`config.mk`:
```
export PLATFORM = sky130hd
export DESIGN_NAME = rfib_controller
export DESIGN_NICKNAME = d
export VERILOG_FILES = /design/src/rtl/core/rect_fill_ink_blender_macros.svh /design/src/rtl/core/rfib_pkg.sv /design/src/rtl/core/rfib_controller.sv
export SDC_FILE = /design/constraint.sdc
export NUM_CORES = 1
export LEC_CHECK = 0
export ABC_AREA = 1
export ABC_CLOCK_PERIOD_IN_PS = 1400
export CORE_MARGIN = 5
export CORE_UTILIZATION = 56
export DETAILED_ROUTE_END_ITERATION = 12
export DONT_BUFFER_PORTS = 1
export PLACE_DENSITY = 0.82
export SETUP_SLACK_MARGIN = 0.02
export SKIP_LAST_GASP = 1
export SLEW_MARGIN = 20
export SYNTH_ARGS = -nofsm -noshare
export SYNTH_HDL_FRONTEND = slang
export SYNTH_SLANG_ARGS = --single-unit
```
`constraint.sdc`:
```
create_clock -name clk -period 1.4 [get_ports clk]
set_input_delay 0.21 -clock clk [delete_from_list [all_inputs] [get_ports clk]]
set_output_delay 0.21 -clock clk [all_outputs]
set_load 0.02 [all_outputs]
```
`src/rtl/core/rect_fill_ink_blender_macros.svh`:
```
// ----------------------------------------------------------------------------
// rect_fill_ink_blender assertion macros
// concurrent checks on clk, switched off with ASSERT_OFF
// ----------------------------------------------------------------------------
`ifndef RECT_FILL_INK_BLENDER_MACROS_SVH
`define RECT_FILL_INK_BLENDER_MACROS_SVH
`ifndef ASSERT_OFF
// condition must never hold
`define RFIB_ASSERT_NEVER(lbl, expr, msg) \
	lbl: assert property (@(posedge clk) disable iff (!arst_n) !(expr)) else $error(msg);
// antecedent implies consequent in the next cycle
`define RFIB_ASSERT_NEXT(lbl, ante, cons, msg) \
	lbl: assert property (@(posedge clk) disable iff (!arst_n) (ante) |=> (cons)) \
		else $error(msg);
`else
`define RFIB_ASSERT_NEVER(lbl, expr, msg)
`define RFIB_ASSERT_NEXT(lbl, ante, cons, msg)
`endif
`endif

```
`src/rtl/core/rfib_pkg.sv`:
```
// ----------------------------------------------------------------------------
// rfib_pkg
// shared types, codes and ink arithmetic of the rectangle fill blender
// ----------------------------------------------------------------------------
package rfib_pkg;

	localparam int FRAME_WIDTH_DEF  = 512;
	localparam int FRAME_HEIGHT_DEF = 256;
	localparam int SW               = 35;   // width of signed setup arithmetic
	localparam int LUT_DEPTH        = 65536;

	typedef enum logic [1:0] {
		ACT_DRAW   = 2'd0,
		ACT_WR_PIX = 2'd1,
		ACT_RD_PIX = 2'd2,
		ACT_WR_LUT = 2'd3
	} action_t;

	typedef enum logic [2:0] {
		MODE_PLAIN   = 3'd0,
		MODE_BLEND   = 3'd1,
		MODE_ALPHA   = 3'd2,
		MODE_ADD     = 3'd3,
		MODE_SUB     = 3'd4,
		MODE_RECOL   = 3'd5,
		MODE_KEYED   = 3'd6,
		MODE_UNKEYED = 3'd7
	} ink_t;

	typedef enum logic [2:0] {
		REG_CLIP_LEFT   = 3'd0,
		REG_CLIP_RIGHT  = 3'd1,
		REG_CLIP_TOP    = 3'd2,
		REG_CLIP_BOTTOM = 3'd3,
		REG_CAMERA_X    = 3'd4,
		REG_CAMERA_Y    = 3'd5,
		REG_MASK_COLOUR = 3'd6,
		REG_LOOKUP_EN   = 3'd7
	} reg_idx_t;

	typedef struct packed {
		logic [1:0]         action;
		logic signed [31:0] x_pos;
		logic signed [31:0] y_pos;
		logic signed [31:0] rect_width;
		logic signed [31:0] rect_height;
		logic [23:0]        colour_rgb;
		logic [8:0]         alpha;
		logic [2:0]         ink_mode;
		logic               screen_relative;
		logic [15:0]        pixel_data;
		logic [15:0]        table_index;
	} item_t;

	typedef struct packed {
		logic clear;    // clearing pass, one pixel
		logic load;     // latch item and convert coordinates
		logic clip_r;   // right and bottom clip
		logic clip_l;   // left and top clip
		logic setup;    // decide draw, load walk counters
		logic step;     // issue one pixel of the walk
		logic pix;      // single pixel or table access
		logic res;      // capture result
	} ctrl_cmd_t;

	typedef struct packed {
		logic go;
		logic last_pixel;
		logic pipe_busy;
		logic clear_last;
	} ctrl_stat_t;

	function automatic logic [4:0] wgt(input logic [7:0] a, input logic [4:0] c);
		logic [12:0] p;
		p = 13'(a) * 13'(c);
		return p[12:8];
	endfunction

	function automatic logic [15:0] rgb_to_565(input logic [23:0] rgb);
		return {rgb[23:19], rgb[15:10], rgb[7:3]};
	endfunction

	function automatic logic [15:0] px_alpha(input logic [15:0] d, input logic [15:0] c,
			input logic [7:0] a);
		logic [7:0]  ia;
		logic [5:0]  b6, g6, r6;
		logic [16:0] o;
		ia = 8'hFF - a;
		b6 = {1'b0, wgt(ia, d[4:0])} + {1'b0, wgt(a, c[4:0])};
		g6 = {1'b0, wgt(ia, d[10:6])} + {1'b0, wgt(a, c[10:6])};
		r6 = {1'b0, wgt(ia, d[15:11])} + {1'b0, wgt(a, c[15:11])};
		o  = 17'(b6) | (17'(g6) << 6) | (17'(r6) << 11);
		return o[15:0];
	endfunction

	function automatic logic [15:0] px_add(input logic [15:0] d, input logic [15:0] c,
			input logic [7:0] a);
		logic [5:0]  rs, bs;
		logic [4:0]  r5, b5;
		logic [11:0] gv;
		rs = {1'b0, wgt(a, c[15:11])} + {1'b0, d[15:11]};
		r5 = (rs > 6'd31) ? 5'd31 : rs[4:0];
		gv = {1'b0, wgt(a, c[10:6]), 6'b0} + {1'b0, d[10:5], 5'b0};
		if (gv > 12'h7E0) gv = 12'h7E0;
		bs = {1'b0, wgt(a, c[4:0])} + {1'b0, d[4:0]};
		b5 = (bs > 6'd31) ? 5'd31 : bs[4:0];
		return {r5, 11'b0} | {4'b0, gv} | {11'b0, b5};
	endfunction

	function automatic logic [15:0] px_sub(input logic [15:0] d, input logic [15:0] c,
			input logic [7:0] a);
		logic signed [6:0]  rdiff, bdiff;
		logic signed [12:0] gdiff;
		logic [15:0]        o;
		rdiff = 7'(d[15:11]) - 7'(wgt(a, c[15:11]));
		gdiff = 13'({d[10:5], 5'b0}) - 13'({wgt(a, c[10:6]), 6'b0});
		bdiff = 7'(d[4:0]) - 7'(wgt(a, c[4:0]));
		o = '0;
		if (rdiff > 0) o = o | {rdiff[4:0], 11'b0};
		if (gdiff > 0) o = o | 16'(gdiff[11:0]);
		if (bdiff > 0) o = o | 16'(bdiff[4:0]);
		return o;
	endfunction

endpackage

```
`src/rtl/core/rfib_controller.sv`:
```
// ----------------------------------------------------------------------------
// rfib_controller
// sequencer for clear, setup, pixel walk, drain and result hand-off
// ----------------------------------------------------------------------------
module rfib_controller import rfib_pkg::*; (
	input  logic       clk,
	input  logic       arst_n,
	input  logic       in_valid,
	input  logic [1:0] in_action,
	output logic       in_ready,
	output logic       out_valid,
	input  logic       out_ready,
	input  ctrl_stat_t stat,
	output ctrl_cmd_t  cmd
);

	typedef enum logic [8:0] {
		ST_CLEAR = 9'b000000001,
		ST_IDLE  = 9'b000000010,
		ST_PIX   = 9'b000000100,
		ST_CLIPR = 9'b000001000,
		ST_CLIPL = 9'b000010000,
		ST_SETUP = 9'b000100000,
		ST_DRAW  = 9'b001000000,
		ST_DRAIN = 9'b010000000,
		ST_RESP  = 9'b100000000
	} state_t;

	state_t state_q, state_d;
	logic   out_valid_q, res_free;

	assign res_free = !out_valid_q || out_ready;
	assign in_ready = (state_q == ST_IDLE);

	always_comb begin
		state_d = state_q;
		cmd     = '0;
		unique case (state_q)
			ST_CLEAR: begin
				cmd.clear = 1'b1;
				if (stat.clear_last) state_d = ST_IDLE;
			end
			ST_IDLE: begin
				if (in_valid) begin
					cmd.load = 1'b1;
					state_d  = (action_t'(in_action) == ACT_DRAW) ? ST_CLIPR : ST_PIX;
				end
			end
			ST_PIX: begin
				cmd.pix = 1'b1;
				state_d = ST_RESP;
			end
			ST_CLIPR: begin
				cmd.clip_r = 1'b1;
				state_d    = ST_CLIPL;
			end
			ST_CLIPL: begin
				cmd.clip_l = 1'b1;
				state_d    = ST_SETUP;
			end
			ST_SETUP: begin
				cmd.setup = 1'b1;
				state_d   = stat.go ? ST_DRAW : ST_RESP;
			end
			ST_DRAW: begin
				cmd.step = 1'b1;
				if (stat.last_pixel) state_d = ST_DRAIN;
			end
			ST_DRAIN: begin
				if (!stat.pipe_busy) state_d = ST_RESP;
			end
			ST_RESP: begin
				if (res_free) begin
					cmd.res = 1'b1;
					state_d = ST_IDLE;
				end
			end
			default: state_d = ST_IDLE;
		endcase
	end

	always_ff @(posedge clk or negedge arst_n) begin
		if (!arst_n) begin
			state_q     <= ST_CLEAR;
			out_valid_q <= 1'b0;
		end else begin
			state_q <= state_d;
			if (cmd.res) out_valid_q <= 1'b1;
			else if (out_ready) out_valid_q <= 1'b0;
		end
	end

	assign out_valid = out_valid_q;

endmodule

```
After elaboration in Yosys (flattened, before gate mapping). Cells that the tools add are included.

Register bits: 10. Logic and storage cells: 41.

Equal/unequal tests: 14. Multiplexer cells: 20. Reduce and logical (&&, ||, !) cells: 5.

Operator list (count): $pmux W9 S9 (1); $mux W9 (6); $mux W1 (12); $ne A2 B2 Y1 const B (5); $eq A9 B1 Y1 const B (1); $eq A9 B2 Y1 const B (1); $eq A9 B3 Y1 const B (1); $eq A9 B4 Y1 const B (1); $eq A9 B5 Y1 const B (1); $eq A9 B6 Y1 const B (1); $eq A9 B7 Y1 const B (1); $eq A9 B8 Y1 const B (1); $eq A9 B9 Y1 const B (1); $reduce_and A5 Y1 (1); $mux W4 (1); $logic_not A2 Y1 (1); $reduce_bool A2 Y1 (1); $logic_not A1 Y1 (1); $logic_or A1 B1 Y1 (1).

Depth between registers and ports, before layout. Gate-level depths: netlist of run 1.

Word-level depth: 5. Depth in mapped cells: 9. Mapped depth without buffers: 9.

Worst setup path before layout of run 1. No wires, ideal clock.

Kind: register to output. Start point: reg state_q[3]. End point: out cmd[7] (netlist bit). Data arrival time: 1.369 ns. Slack: -0.179 ns. Stages on the path, launching flop included: 4. Path buffers: 0. Cell sequence: dfrtp_1 -> nor2_4 -> nand2_2 -> nor4_1.

RTL lines: start: declaration (RTL line rfib_controller.sv:29) `state_t state_q, state_d;`; start signal: assignment (RTL line rfib_controller.sv:87) `state_q <= state_d;`; end: declaration (RTL line rfib_controller.sv:14) `output ctrl_cmd_t cmd`.

Worst setup path after layout of run 1.
Start point: reg state_q[3]. End point: reg state_q[7].

Cells in the longest elaborated chain, start to end: 3.

Ends and longest elaborated chain: $eq A9 B9 Y1, or another cell as far along (RTL line rfib_controller.sv:38) `unique case (state_q)`; $ne A2 B2 Y1 (no line); $reduce_and A5 Y1 (no line).

Parallel ways exist; a longest one is shown, timed or not. A chain may end at the register's enable or synchronous reset.

==> metrics.cfg, run 1 <==
[cts]
h-tree-depth = 1
clk_pin_slew_worst_paths_ns = 0.08
cts_inserted_buffers = 3
tritoncts_num_sinks = 10
cts_tree = yes
cts_buffer_depth = 2
cts-root-buf = clkbuf_4
clk_latency_ns = 0.28

[sta]
finalMaxSlewViolations = 0
hold_viol = 0
setup_viol = 14
skew_ns = 0.00891
fmaxAchievable_ghz = 0.598
whs_ns = 0.0689
post-route-min-period_ns = 1.67
min_period_over_period_pct = 119
slew_headroom_pct = 65.5
worst_pin_slew_ns = 0.516
setup_slack_ns = -0.273
rsz0062_at_grt = yes
setup_tns_ns = -2.99

[synth]
synth_cell_type_count = 21
synth-main-ff-cell = dfrtp_1
syn_area_um2 = 773
async_reset_ff_share_pct = 100
avgSynthCellArea_um2 = 6.97
yosysSeqAreaShare_pct = 32.5
synth.most_common_cell = nand2_1
synth_top_area_share_pct = 29.1
synth.area.top_cells = dfrtp_1, nand2_1, inv_1
synth_seq_cells = 10
syn_inst = 111
yosys.area.top_type = dfrtp_1
ys_top_cells_by_count = nand2_1, inv_1, nor2_1
synthesis.yosys.warnings = 0
syn_nets = 121
synth_edf_count = 0

[routing]
drtIter0Drc = 73
antenna_left = 0
drt_pass1_iterations = 9
post-route-drc-count = 0
post_drt_wl_per_cell_um = 20.4
routed_wl_mm = 3.24
avgViaCountPerCell = 6.25
vias = 994

[setup_path]
cp_common_cell = nor2_4
crit_path_max_fanout = 3
timing.critical_path.slowest_stage_cell = dfrtp_1
ff2ff_path_depth = 10
crit_type = reg -> reg
crit_path_start_kind = flip-flop
crit_arrival_ns = 1.83
cp.required_ns = 1.55
endpoint_kind = flip-flop
crit_chain = nor2_4 > buf_12 > buf_4 > inv_2 > nor2_4 > nand2_2 > nor2_2 > nor2_4 > nand3_1 > nand2_1
slowest_delay_ns = 0.42

[cells_and_area]
diodes = 0
fin_util_pct = 90.1
area_delta_synth_final_pct = 51.6
nets = 155
final_layout_size_suffix_gt1_share_pct = 51.4

[power]
ir_drop_v = 0.00106
power-per-cell-area_nw_per_um2 = 1700
p_leak_nw = 0.610

[grt]
grt_first_pass_wirelength_mm = 3.70
grt_pass1_vias = 846
track_usage_pct = 24.8
grt_max_degree = 11
antenna_found_initial = 0
grt_remaining_overflow = 0

[floorplanning]
die_h_um = 47.2
dieWidth_um = 47.2
core-area_um2 = 1300
rows = 13
fp.dieArea_um2 = 2220
ios = 20
start_util_pct = 59.4

[status]
violations = negative setup slack
status = finished, violations left

[hold_path]
hold_depth = 2
hold_path.class = in -> reg

[placed_design]
dp_hpwl_mm = 1.42
port_buffers = 0
place_congestion = 0.821
pre_cts_slack_ns = 0.0151

[run]
cap_violations = 0

## area by class of cell
type	count	area, µm²
Tap cell	15	18.8
Clock buffer	4	36.3
Multi-Input combinational cell	78	520
Inverter	23	96.3
Timing Repair Buffer	29	248
Fill cell	49	129
Sequential cell	10	253
## what timing repair did
| action | CTS | global route |
|---|---|---|
| cloned | 0 | 0 |
| hold endpoints to repair | 10 | 0 |
| hold buffers | 1 | 0 |
| endpoints found under the setup margin | 10 | 14 |
| gates resized for setup | 14 | 14 |
| buffers inserted | 15 | 6 |
| pin swaps | 11 | 11 |
## registers in the layout (all words and copies together) (netlist names)
name and flops:
state_q 9, out_valid 1
## cell usage in the layout (no fill, tap or decap)
cell	Yosys	final
buf_4	0	23
buf_12	0	1
clkbuf_4	0	3
dfstp_2	1	1
clkinv_4	0	1
nand2_4	1	2
dfrtp_2	0	1
clkbuf_8	0	1
nor3_1	2	2
nand4_1	1	1
o21ai_1	1	1
nand3_1	7	7
nor2_4	5	11
dlygate4sd3_1	0	1
nor4_4	0	1
buf_6	0	4
nor3_4	0	1
nand2_1	21	19
nor2_2	6	4
a21oi_2	0	2
nor2_1	18	14
nand3_4	1	2
dfrtp_1	9	8
inv_1	19	16
inv_2	3	4
nand3_2	4	3
o21ai_0	1	1
nand2_2	6	7
inv_4	0	2
## metal layers
layer	share of wire (%)	wire, µm	vias to the layer above	track usage, %
li1	-	-	406	-
met1	36	1170	458	28.9
met2	47	1510	92	42.0
met3	10	335	38	6.51
met4	6.6	214	0	12.2
met5	0	0	-	0
## cells by family (layout without fill, tap and decap cells)
| family | count (synthesis) | count (layout) | share of synthesized area [%] |
|---|---|---|---|
| AND/OR/NAND/NOR | 74 | 74 | 53.6 |
| buffers and inverters | 23 | 56 | 11.3 |
| AO/OA/AOI/OAI | 4 | 4 | 2.59 |
| flip-flops | 10 | 10 | 32.5 |
## through the flow
step / cells / power, mW / area, µm²
3_5_place_dp: 133 / 1.14 / 853
6_report: 159 / 2.00 / 1170
3_3_place_gp: 133 / 1.12 / 853
5_1_grt: 159 / 2.07 / 1170
4_1_cts: 153 / 1.73 / 1080
2_1_floorplan: 111 / 1.02 / 782
## worst max-delay path, delay by kind of cell (launching register included)
family	cells	cell delay, ns
flops	1	0.42
simple gates	7	0.83
buf+inv	3	0.29
## report_power, final
part | switching, mW | internal [mW]
Clock | 0.120 | 0.158
Sequential | 0.0585 | 0.341
Combinational | 0.810 | 0.510
Total | 0.988 | 1.01
## final timing paths
path                                   startpoint                     end  slack (ns)
setup reg to reg           state_q[3]$_DFFE_PN0P_  state_q[7]$_DFFE_PN0P_       -0.27
hold reg to reg            state_q[0]$_DFFE_PN1P_  state_q[0]$_DFFE_PN1P_        0.68
max in group asynchronous                  arst_n  state_q[1]$_DFFE_PN0P_        0.70
setup / recovery           state_q[3]$_DFFE_PN0P_  state_q[7]$_DFFE_PN0P_       -0.27
min in group asynchronous                  arst_n  state_q[8]$_DFFE_PN0P_        0.33
hold / removal                            stat[3]  state_q[6]$_DFFE_PN0P_        0.07
Power figures use the tool's default switching activity.
==> run 2, diff against run 1 <==
--- a/config.mk
+++ b/config.mk
@@ -7,10 +7,10 @@
 export LEC_CHECK = 0
 export ABC_AREA = 1
 export ABC_CLOCK_PERIOD_IN_PS = 1400
-export CORE_MARGIN = 5
 export CORE_UTILIZATION = 56
 export DETAILED_ROUTE_END_ITERATION = 12
 export DONT_BUFFER_PORTS = 1
+export GPL_TIMING_DRIVEN = 0
 export PLACE_DENSITY = 0.82
 export SETUP_SLACK_MARGIN = 0.02
 export SKIP_LAST_GASP = 1
==> run 2 against run 1 <==
Net effect:
- register-to-register slack improved by 0.19 ns
- hold slack got worse by 0.019 ns
- sequential power increased by 1%
- the flow still finishes with violations (negative setup slack)
- first-iteration DRC count decreased by 88%
- largest power group unchanged
- highest routed layer unchanged
- critical endpoint is now cmd[6]
- critical path depth decreased by 5
- routed wire length decreased by 46%
- flip-flop and latch count unchanged
==> metrics.cfg, run 2 (synthesis gave the netlist of run 1 again) <==
[cells_and_area]
regArea_um2 = 253  ; unchanged
largest_reg_flops = 9  ; unchanged
multi_input_area_um2 = 502  ; -3.6%
diodes = 0  ; unchanged
fin_util_pct = 78.6  ; -12 points
area_delta_synth_final_pct = 30.6
fillers = 99  ; +100%
nets = 141  ; -9.0%
regMostFlops = state_q
final_common_cell = nand2_1
final_layout_size_suffix_gt1_share_pct = 41.5  ; -9.9 points
layout_common_cells = nand2_1, inv_1, nor2_1, buf_4, nor2_4
fin_area_um2 = 1010  ; -14%

[floorplanning]
start_util_pct = 60.2  ; +0.75 points
fp.dieArea_um2 = 1530  ; -31%
dieWidth_um = 39.2  ; -17%
die_h_um = 39.2  ; -17%
core-area_um2 = 1280  ; -1.3%
rows = 13  ; unchanged
ios = 20  ; unchanged

[routing]
vias = 751  ; -24%
antenna_left = 0  ; unchanged
post_drt_wl_per_cell_um = 12.1  ; -41%
routed_wl_mm = 1.75  ; -46%
drtIter0Drc = 9  ; -88%
avgViaCountPerCell = 5.18  ; -17%
drt_pass1_iterations = 4  ; -5
post-route-drc-count = 0  ; unchanged

[cts]
clk_pin_slew_worst_paths_ns = 0.08  ; about the same
cts-root-buf = clkbuf_4
h-tree-depth = 1  ; unchanged
cts_buffer_depth = 2  ; unchanged
cts_tree = yes
cts_inserted_buffers = 3  ; unchanged
clk_latency_ns = 0.26  ; -0.02 ns
tritoncts_num_sinks = 10  ; unchanged

[setup_path]
r2r_slack_ns = -0.08  ; +0.19 ns
crit_arrival_ns = 1.32  ; -0.51 ns
endpoint_kind = output pin
worst_r2r_endpoint = state_q[8]$_DFFE_PN0P_
ff2ff_path_depth = 9  ; -1
crit_path_start_kind = flip-flop
crit_path_max_fanout = 6  ; +3
crit_type = reg -> out
cp.required_ns = 1.19  ; -0.36 ns
regToRegStartpoint = state_q[1]$_DFFE_PN0P_

[sta]
slew_headroom_pct = 69.0  ; +3.5 points
setup_tns_ns = -1.25  ; +1.74 ns
finalMaxSlewViolations = 0  ; unchanged
hold_viol = 0  ; unchanged
worst_pin_slew_ns = 0.463  ; -0.0530 ns
setup_viol = 14  ; unchanged
skew_ns = 0.0113  ; +0.00241 ns
setup_slack_ns = -0.133  ; +0.140 ns
fmaxAchievable_ghz = 0.652  ; +9.1%
rsz0062_at_grt = yes
min_period_over_period_pct = 109  ; -10 points
post-route-min-period_ns = 1.53  ; -0.140 ns

[grt]
track_usage_pct = 26.0  ; +1.2 points
grt_max_degree = 11  ; unchanged
grt_pass1_vias = 689  ; -19%
busiest_layer = met2
grt_remaining_overflow = 0  ; unchanged
grt_first_pass_wirelength_mm = 2.66  ; -28%
use_met1_pct = 29.2  ; +0.28 points
met2_usage_pct = 47.5  ; +5.5 points
antenna_found_initial = 0  ; unchanged
use_met3_pct = 4.05  ; -2.5 points

[placed_design]
place_congestion = 0.812  ; -1.1%
placed_cell_area_um2 = 801  ; -6.2%
dp_hpwl_mm = 1.23  ; -14%
port_buffers = 0  ; unchanged

[hold_path]
whs_endpoint = out_valid$_DFFE_PN0P_
min_from = out_ready
hold_depth = 1  ; -1
hold_path.class = in -> reg

[status]
violations = negative setup slack
status = finished, violations left

[power]
p_leak_nw = 0.518  ; -15%
ir_drop_v = 0.000927  ; -13%
power-per-cell-area_nw_per_um2 = 1660  ; -2.7%

[run]
cap_violations = 0  ; unchanged

==> run 2: cell count changes in the layout (fill, tap and decap cells not counted), moves of 2 or more <==
cell     previous run  this run
a21oi_2             2         0
inv_2               4         2
buf_6               4         0
a21oi_1             0         2
buf_4              23        14
==> run 2: power breakdown <==
| part | internal, mW | switching, mW |
|---|---|---|
| Combinational | 0.411 | 0.648 |
| Sequential | 0.341 | 0.0632 |
| Clock | 0.110 | 0.101 |
==> run 2: worst max-delay path, cell delays in order (launching register included) <==
cell	delay (ns)
dfrtp_1	0.41
nor2_4	0.16
nand2_4	0.12
nor2_4	0.13
nand2_4	0.08
nor2_4	0.15
==> run 2: final cells by class <==
class / count / area share (%)
Sequential cell: 10 / 25.0
Clock buffer: 4 / 2.60
Inverter: 23 / 9.42
Tap cell: 15 / 1.86
Timing Repair Buffer: 15 / 11.4
Multi-Input combinational cell: 78 / 49.7
==> run 2: repair_timing <==
action                                 4_1_cts  5_1_grt
hold buffers                                 1        0
setup buffers                               11        3
pin swaps                                   10        6
setup endpoints to repair                   14       14
endpoints found under the hold margin       10        0
gates resized for setup                     13        5
gates cloned                                 0        0
==> run 2: worst max-delay path by stage <==
stage	from	end	cells after the start
after floorplan	state_q[3]$_DFFE_PN0P_	cmd[7]	3
after global placement	state_q[3]$_DFFE_PN0P_	cmd[0]	5
after detailed placement	state_q[1]$_DFFE_PN0P_	state_q[1]$_DFFE_PN0P_	6
after CTS	state_q[6]$_DFFE_PN0P_	cmd[0]	5
after global routing	state_q[7]$_DFFE_PN0P_	cmd[6]	5
final	state_q[7]$_DFFE_PN0P_	cmd[6]	5
==> run 2: layer usage <==
layer  vias up  share of wire, %
met4         0               2.9
met1       351                42
met3         6               4.0
met5         -                 0
li1        377                 -
met2        17                51
==> run 2: through the flow <==
stage	setup WS, ns	cells	power, mW	hold WS [ns]
3_3_place_gp	-0.0517	126	1.10	-0.0854
4_1_cts	-0.164	142	1.59	0.0410
2_1_floorplan	0.0385	111	1.02	-0.0856
6_report	-0.133	145	1.67	0.0500
3_5_place_dp	-0.0966	126	1.13	-0.0854
5_1_grt	-0.204	145	1.78	0.0266
==> run 3, diff against run 2 <==
--- a/config.mk
+++ b/config.mk
@@ -7,12 +7,13 @@
 export LEC_CHECK = 0
 export ABC_AREA = 1
 export ABC_CLOCK_PERIOD_IN_PS = 1400
-export CORE_UTILIZATION = 56
+export CORE_UTILIZATION = 50
 export DETAILED_ROUTE_END_ITERATION = 12
 export DONT_BUFFER_PORTS = 1
 export GPL_TIMING_DRIVEN = 0
-export PLACE_DENSITY = 0.82
+export PLACE_DENSITY = 0.76
 export SETUP_SLACK_MARGIN = 0.02
+export SKIP_CTS_REPAIR_TIMING = 1
 export SKIP_LAST_GASP = 1
 export SLEW_MARGIN = 20
 export SYNTH_ARGS = -nofsm -noshare
==> run 3 against run 2 <==
Net effect:
- the flow still finishes with violations (negative setup slack)
- sequential power rose by 2%
- clock power increased by 26%
- first-iteration DRC count grew 11%
- core utilization down 3.6 points
- combinational power fell by 5%
- critical endpoint is now cmd[0]
- hold slack worse by 0.0080 ns
- routed wire length rose by 0.17%
- flip-flop and latch count unchanged
==> metrics.cfg, run 3 (synthesis gave the netlist of run 1 again) <==
[status]
status = finished, violations left
violations = negative setup slack

[power]
p_int_mw = 0.844  ; -2.1%
p_total_mw = 1.69  ; +0.68%
p_leak_nw = 0.505  ; -2.5%
ir_drop_v = 0.00102  ; +10%
clock_power_share_pct = 15.8  ; +3.2 points
p_seq_share_pct = 24.5  ; +0.3 points
power_switching_mw = 0.841  ; +3.6%
power-per-cell-area_nw_per_um2 = 1640  ; -0.79%
switching_share_pct = 49.9  ; +1.4 points
comb_power_share_pct = 59.7  ; -3.5 points

[sta]
setup_slack_ns = -0.230  ; -0.0973 ns
fmaxAchievable_ghz = 0.613  ; -6.0%
whs_ns = 0.0420  ; -0.00801 ns
worst_pin_slew_ns = 0.494  ; +0.0313 ns
rsz0062_at_grt = yes
slew_headroom_pct = 66.9  ; -2.1 points
setup_viol = 14  ; unchanged
post-route-min-period_ns = 1.63  ; +0.0973 ns
skew_ns = 0.00356  ; -0.00776 ns
hold_viol = 0  ; unchanged
min_period_over_period_pct = 116  ; +7.0 points
setup_tns_ns = -1.68  ; -0.432 ns
finalMaxSlewViolations = 0  ; unchanged

[cells_and_area]
nets = 136  ; -3.5%
fin_util_pct = 75.0  ; -3.6 points
fin_cells = 140  ; -3.4%
layout_common_cells = nand2_1, inv_1, nor2_1, nor2_4, buf_4
fillers = 95  ; -4.0%
final_layout_size_suffix_gt1_share_pct = 46.4  ; +4.9 points
diodes = 0  ; unchanged
fin_area_um2 = 1020  ; +1.5%
regMostFlops = state_q
area_delta_synth_final_pct = 32.5
largest_reg_flops = 9  ; unchanged
final_common_cell = nand2_1

[grt]
grt_first_pass_wirelength_mm = 2.21  ; -17%
track_usage_pct = 20.9  ; -5.2 points
grt_remaining_overflow = 0  ; unchanged
antenna_found_initial = 0  ; unchanged
grt_pass1_vias = 556  ; -19%
grt_max_degree = 11  ; unchanged

[routing]
wl_met1_um = 771  ; +5.6%
post_drt_wl_per_cell_um = 12.5  ; +3.7%
drt_pass1_iterations = 4  ; unchanged
highest_layer = met3
antenna_left = 0  ; unchanged
drtIter0Drc = 10  ; +1
avgViaCountPerCell = 5.04  ; -2.6%
routed_wl_mm = 1.75  ; +0.17%
route.met3.wl_um = 77  ; +10%
post-route-drc-count = 0  ; unchanged
vias = 706  ; -6.0%
wl_met2_um = 904  ; +0.56%

[setup_path]
cp-startpoint = state_q[2]$_DFFE_PN0P_
crit_type = reg -> out
regToRegStartpoint = state_q[4]$_DFFE_PN0P_
crit_arrival_ns = 1.42  ; +0.10 ns
ff2ff_path_depth = 9  ; unchanged
endpoint_kind = output pin
cp.required_ns = 1.19  ; about the same
crit_path_max_fanout = 4  ; -2
crit_path_start_kind = flip-flop

[floorplanning]
dieWidth_um = 41.3  ; +5.5%
rows = 13  ; unchanged
ios = 20  ; unchanged
core-area_um2 = 1370  ; +6.3%
die_h_um = 41.3  ; +5.5%
fp.dieArea_um2 = 1710  ; +11%
start_util_pct = 56.6  ; -3.6 points

[cts]
clk_pin_slew_worst_paths_ns = 0.06  ; -0.02 ns
clk_latency_ns = 0.27  ; about the same
cts_buffer_depth = 2  ; unchanged
cts_tree = yes
cts_inserted_buffers = 3  ; unchanged
cts-root-buf = clkbuf_4
tritoncts_num_sinks = 10  ; unchanged
h-tree-depth = 1  ; unchanged

[placed_design]
place_congestion = 0.792  ; -2.5%
dp_hpwl_mm = 1.25  ; +2.4%
placed_cell_area_um2 = 801  ; unchanged
port_buffers = 0  ; unchanged
pre_cts_slack_ns = -0.0783  ; +0.0183 ns
dp_cells = 126  ; unchanged

[run]
cap_violations = 0  ; unchanged

[hold_path]
hold_path.class = in -> reg
hold_depth = 1  ; unchanged
min_from = out_ready

run 3: cell count changes in the layout (fill, tap and decap cells not counted), moves of 2 or more:
cell | before | now
buf_4 | 14 | 9
inv_1 | 17 | 15
inv_2 | 2 | 5
inv_4 | 3 | 1
nand2_1 | 20 | 16
nand2_2 | 6 | 8
nand2_4 | 2 | 4
nor2_4 | 11 | 13
run 3: final timing paths:
| kind | slack, ns | endpoint |
|---|---|---|
| worst min-delay path | 0.04 | out_valid$_DFFE_PN0P_ |
| worst max register to register | -0.10 | state_q[8]$_DFFE_PN0P_ |
| worst min register to register | 0.64 | state_q[0]$_DFFE_PN1P_ |
| min in group asynchronous | 0.34 | state_q[5]$_DFFE_PN0P_ |
| worst max-delay path | -0.23 | cmd[0] |
| max in group asynchronous | 0.71 | state_q[1]$_DFFE_PN0P_ |
run 3: power by group through the flow:
stage	Clock, mW	Combinational [mW]	Sequential (mW)
3_3_place_gp	0	0.713	0.402
2_1_floorplan	0	0.621	0.397
6_report	0.266	1.01	0.413
3_5_place_dp	0	0.726	0.406
5_1_grt	0.288	1.07	0.417
4_1_cts	0.271	0.729	0.401
run 3: routing by layer:
metal / track usage, % / up-vias
met3: 9.04 / 0
met2: 35.2 / 21
met5: 0 / -
li1: - / 371
met1: 24.3 / 314
met4: 4.84 / 0
run 3: area by class of cell:
cell class,count,area (µm²),area share (%)
Timing Repair Buffer,10,77.6,7.57
Clock buffer,4,36.3,3.54
Multi-Input combinational cell,78,544,53.1
Sequential cell,10,253,24.7
Inverter,23,95.1,9.28
Tap cell,15,18.8,1.83
run 3: worst max-delay path, cell delays in order, from the launching register on:
cell and delay, ns:
dfrtp_1 0.41, nor2_4 0.22, nand2_2 0.12, nor2_4 0.14, nand2_2 0.08, nor2_4 0.18
